<file path="src/rtl/core/smtn_pkg.sv">
// ----------------------------------------------------------------------------
// smtn_pkg
// Shared types and codes for the sorted multiset neighbour take-out block.
// ----------------------------------------------------------------------------
package smtn_pkg;

	localparam int CAPACITY_DEF = 1024;
	localparam int KEY_W        = 32;

	// request codes
	localparam logic [1:0] REQ_INSERT = 2'd0;
	localparam logic [1:0] REQ_SUCC   = 2'd1;
	localparam logic [1:0] REQ_PRED   = 2'd2;

	// result status codes
	localparam logic [1:0] ST_OK   = 2'd0;
	localparam logic [1:0] ST_NONE = 2'd1;
	localparam logic [1:0] ST_FULL = 2'd2;

	typedef enum logic [2:0] {
		S_IDLE,
		S_DISPATCH,
		S_SCAN,
		S_DECIDE,
		S_MOVE,
		S_REPLY
	} ctrl_state_t;

	// controller to datapath
	typedef struct packed {
		logic latch;
		logic do_insert;
		logic set_full;
		logic set_none;
		logic scan_start;
		logic scan_step;
		logic fetch_last;
		logic do_move;
	} ctrl_cmd_t;

	// datapath to controller
	typedef struct packed {
		logic [1:0] req_type;
		logic       full;
		logic       empty;
		logic       scan_last;
		logic       found;
	} dp_stat_t;

endpackage

</file>
<file path="src/rtl/core/smtn_ctrl.sv">
// ----------------------------------------------------------------------------
// smtn_ctrl
// Request sequencer: dispatch, linear scan of the key store, removal, reply.
// ----------------------------------------------------------------------------
module smtn_ctrl
	import smtn_pkg::*;
(
	input  logic      clk,
	input  logic      arst_n,
	input  logic      start,
	input  dp_stat_t  stat,
	output ctrl_cmd_t cmd,
	output logic      busy,
	output logic      done
);

	ctrl_state_t state_q;
	ctrl_state_t state_d;

	always_ff @(posedge clk or negedge arst_n) begin
		if (!arst_n) begin
			state_q <= S_IDLE;
		end else begin
			state_q <= state_d;
		end
	end

	always_comb begin
		state_d = state_q;
		unique case (state_q)
			S_IDLE: begin
				if (start) state_d = S_DISPATCH;
			end
			S_DISPATCH: begin
				unique case (stat.req_type)
					REQ_SUCC, REQ_PRED: begin
						state_d = stat.empty ? S_REPLY : S_SCAN;
					end
					default: state_d = S_REPLY;
				endcase
			end
			S_SCAN: begin
				if (stat.scan_last) state_d = S_DECIDE;
			end
			S_DECIDE: begin
				state_d = stat.found ? S_MOVE : S_REPLY;
			end
			S_MOVE:  state_d = S_REPLY;
			S_REPLY: state_d = S_IDLE;
			default: state_d = S_IDLE;
		endcase
	end

	always_comb begin
		cmd  = '0;
		busy = (state_q != S_IDLE);
		done = (state_q == S_REPLY);
		unique case (state_q)
			S_IDLE: begin
				cmd.latch = start;
			end
			S_DISPATCH: begin
				unique case (stat.req_type)
					REQ_INSERT: begin
						if (stat.full) cmd.set_full = 1'b1;
						else cmd.do_insert = 1'b1;
					end
					REQ_SUCC, REQ_PRED: begin
						if (stat.empty) cmd.set_none = 1'b1;
						else cmd.scan_start = 1'b1;
					end
					default: cmd.set_none = 1'b1;
				endcase
			end
			S_SCAN: begin
				cmd.scan_step = 1'b1;
			end
			S_DECIDE: begin
				if (stat.found) cmd.fetch_last = 1'b1;
				else cmd.set_none = 1'b1;
			end
			S_MOVE: begin
				cmd.do_move = 1'b1;
			end
			default: begin
			end
		endcase
	end

endmodule

</file>
<file path="config.mk">
export PLATFORM = sky130hd
export DESIGN_NAME = smtn_ctrl
export DESIGN_NICKNAME = d
export VERILOG_FILES = /design/src/rtl/core/smtn_pkg.sv /design/src/rtl/core/smtn_ctrl.sv
export SDC_FILE = /design/constraint.sdc
export NUM_CORES = 1
export LEC_CHECK = 0
export ABC_AREA = 0
export BUFFER_PORTS_ARGS = -buffer_cell sky130_fd_sc_hd__buf_2
export CORE_AREA = 2 2 39 41
export DETAILED_ROUTE_END_ITERATION = 7
export DIE_AREA = 0 0 41 43
export GPL_TIMING_DRIVEN = 0
export PLACE_DENSITY = 0.47
export SYNTH_ARGS = -nofsm -noshare
export SYNTH_HDL_FRONTEND = slang
export SYNTH_SLANG_ARGS = --single-unit
</file>
<file path="constraint.sdc">
create_clock -name clk -period 1.8 [get_ports clk]
set_input_delay 0.36 -clock clk [delete_from_list [all_inputs] [get_ports clk]]
set_output_delay 0.36 -clock clk [all_outputs]
set_load 0.01 [all_outputs]
</file>
== Word level (Yosys, flattened, before mapping) ==
Index checks and enable logic that the tools add are counted.

* Bitwise gates (word level): 0
* Multipliers: 0
* Shift operators: 0
* Muxes and demuxes: 22
* Divide/modulo/power cells: 0
* Reductions and logical operators: 5
* Equality and inequality tests: 9
* Magnitude comparators: 0
* Add/subtract/negate cells: 0

{| class="wikitable"
|+ Operators with widths
! cell !! number
|-
| $pmux 3 s5 || 1
|-
| $mux 1 || 13
|-
| $mux 3 || 4
|-
| $eq 3x2->1 const B || 2
|-
| $eq 3x3->1 const B || 2
|-
| $mux 2 || 2
|-
| $ne 2x2->1 const B || 2
|-
| $pmux 1 s2 || 2
|-
| $eq 3x1->1 const B || 1
|-
| $logic_not 3->1 || 1
|-
| $reduce_bool 3->1 || 1
|-
| $eq 2x1->1 const B || 1
|-
| $eq 2x2->1 const B || 1
|-
| $logic_not 2->1 || 1
|-
| $reduce_and 2->1 || 1
|-
| $reduce_or 2->1 || 1
|}

* Memory bits (writable): 0
* Register bits after elaboration: 3
* Memories: 0
* Input bits: 9
* Bits in read-only memories: 0
* Logic and storage cells: 37
* Latch bits: 0

== Logic depth before layout (Yosys ltp) ==
* Word-level depth: 4
* Gate-level depth with buffers: 5
* Gate-level depth less buffers: 5

== Worst setup path after synthesis ==
Ideal clock, no wire load.

* Kind: in2out
* From: input port stat[4] in the netlist's numbering
* To: output port cmd[4] in the netlist's numbering
* Path buffers: 0
* Data arrival time: 1.286 ns
* Stages on the path: 5
* Setup slack: 0.154 ns
* Data required time: 1.440 ns
* Cell sequence: inv_1 > ha_1 > nor2b_1 > a211o_1 > a21oi_1

{| class="wikitable"
|+ RTL lines
! item !! RTL line !! RTL
|-
| start, declared || smtn_ctrl.sv:11 || <nowiki>input dp_stat_t stat,</nowiki>
|-
| end, declared || smtn_ctrl.sv:12 || <nowiki>output ctrl_cmd_t cmd,</nowiki>
|}

==> results.md <==
- Final wirelength: 633 µm
- Maximum clock frequency: 0.574 GHz
- Full die area: 1760 µm²
- CP Launch Type: input pin
- Fin crit period: 1740 ps
- Ranking of synthesized cells by area: dfrtp_1 28%, nor2_1 11%, inv_1 8.3%
- Post-DRT Antenna Nets: 0
- Initial antenna violation count: 0
- Placed cell area: 380 µm²
- Leakage: 0.250 nW
- Global-route wire length before repair: 1.01 mm
- I/O pin total: 19
- GRT Overall Usage: 9.04%
- Chip width: 41 µm
- PortBufs: 18
- Distinct cells, synth: 21
- Mapped Area: 270 µm²
- Worst setup path start: stat[5]
- Max FFs per register: 3
- Register Area: 75.1 µm²
- Initial DRC count: 6
- H-Tree Depth: 1
- Final Cell Area: 439 µm²
- Final setup viols: 0
- Critical Path RT: 1440 ps
- Most frequent cells in the layout: 19 x buf_2, 7 x nor2_1, 5 x inv_1
- Syn Area/Cell: 7.30 µm²
- Hold Startpoint: stat[1]
- Pwr Density: 1300 nW/µm²
- Clock skew: 2.64 ps
- Layout area overhead: 62.5%
- Vias in the first global route: 255
- Sequential element share of the synthesized area: 27.8%
- CTS sink cnt: 3
- Grt ovf: 0
- Reg-to-reg slack, setup: 600 ps
- Clock tree buffer depth: 2
- Multi-input gate area: 190 µm²
- Final TNS setup: 0 ps
- Fin. Hold Viols: 0
- Crit Path Max Fanout: 3
- Largest net degree at the start of global routing: 10
- Most flop-heavy register: state_q
- Largest regs: state_q x3
- Slew @ Worst Pin: 243 ps
- GPL Wtd Cong: 0.704
- # nets final: 71
- Seq cells post-synth: 3
- DRC violations left: 0
- Die height: 43 µm
- Finished Layout Cells: 76
- Hold Crit Class: input pin to flip-flop
- Antenna Cells: 0
- Unrepaired setup endpoints after global routing: false
- Syn_nets: 47
- Root buffer cell: clkbuf_4
- Commonest non-fill, non-tap cell in the layout: buf_2
- # rows: 14
- DR vias: 315
- Area share of the largest cell type after synthesis: 27.8%
- Synth area leader: dfrtp_1
- CTS tree: done
- Status: completed
- Worst Path Arrival: 1380 ps
- Share of cells above drive strength 1: 48.3%
- Routed length per instance: 8.33 µm
- Final Power: 570 µW
- CP Class: input pin to primary output
- Launching point of the worst reg2reg path: state_q[1]
- Crit end category: primary output
- 1st-pass router iterations: 4
- Initial core utilization: 19.5%
- Post-Syn Instances: 37
- Via/cell ratio: 4.14
- Worst relative slew slack: 83.6%
- Maximum vdd drop: 385 µV
- Post-Place Cells: 71
- Total CTS buffers: 3
- Final Slew Violations: 0
- Tcrit/Tclk final: 96.9%
- Final-layout fill cell count: 152
- Reg clk slew, reported paths: 30 ps
- Syn. warnings: 0
- Worst skew pair latency: 230 ps
- Max Cap Viol: 0
- Hpwl dp: 512 µm
- Core area: 1380 µm²
layer usage:
| layer | track usage [%] | part of all wire (%) | vias to the layer above |
|---|---|---|---|
| li1 | - | - | 168 |
| met5 | 0 | 0 | - |
| met4 | 6.00 | 0 | 0 |
| met3 | 6.28 | 8.5 | 0 |
| met2 | 10.3 | 49 | 13 |
| met1 | 11.6 | 42 | 134 |
cells in the mapped netlist:
cell / n
o21ai_0: 1
nor2_1: 8
inv_1: 6
and3b_2: 1
nand3b_2: 1
and2_1: 1
or2b_1: 1
nand2_1: 2
a211o_1: 1
a21oi_1: 1
or3b_4: 1
dfrtp_1: 3
or3_1: 1
o22ai_1: 1
o21bai_1: 1
nand3_1: 1
nand2b_1: 2
ha_1: 1
o311ai_1: 1
nor2b_1: 1
buf_2: 1
timing repair:
item                                    4_1_cts  5_1_grt
hold endpoints to repair                      3        0
pin swaps                                     2        2
setup buffers                                 0        0
endpoints found under the setup margin        1        2
gates resized for setup                       0        4
hold buffers                                  1        0
power by group:
group / internal (mW) / switching, mW
Sequential: 0.0979 / 0.0325
Clock: 0.0831 / 0.0352
Combinational: 0.155 / 0.167
stage by stage:
stage,util [%],hold slack [ps],setup WS [ps]
2_1_floorplan,-,64.4,154
3_3_place_gp,27.5,159,15.9
3_5_place_dp,27.5,161,-9.13
4_1_cts,30.1,415,4.51
5_1_grt,31.7,427,9.28
6_report,31.7,413,56.6
final timing paths:
| path | to | cells after the start |
|---|---|---|
| worst max-delay path | cmd[4] | 7 |
| worst min-delay path | state_q[0] | 3 |
| worst max register to register | state_q[0] | 3 |
| worst min register to register | state_q[2] | 1 |
| max in group asynchronous | state_q[1] | 2 |
| min in group asynchronous | state_q[2] | 2 |
critical path, stage by stage:
cell	delay, ps
buf_2	90
inv_1	80
ha_4	200
nor2b_4	120
a211o_1	260
a21oi_1	130
buf_2	140
layout make-up:
type	instances	area share, %
multi-input combinational	27	43.3
tap	16	4.56
clock buffer	4	5.98
buffer	1	1.14
timing repair buffer	19	22.8
inverter	6	5.13
sequential	3	17.1
cells by family after synthesis:
group | count (synthesis) | synth area share [%]
and+or+nand+nor | 20 | 42.1
buffers and inverters | 7 | 10.2
AOI/OAI and AO/OA | 6 | 15.3
DFF | 3 | 27.8
adders and majority gates | 1 | 4.63
No activity file was read; power rests on OpenSTA's default activity.
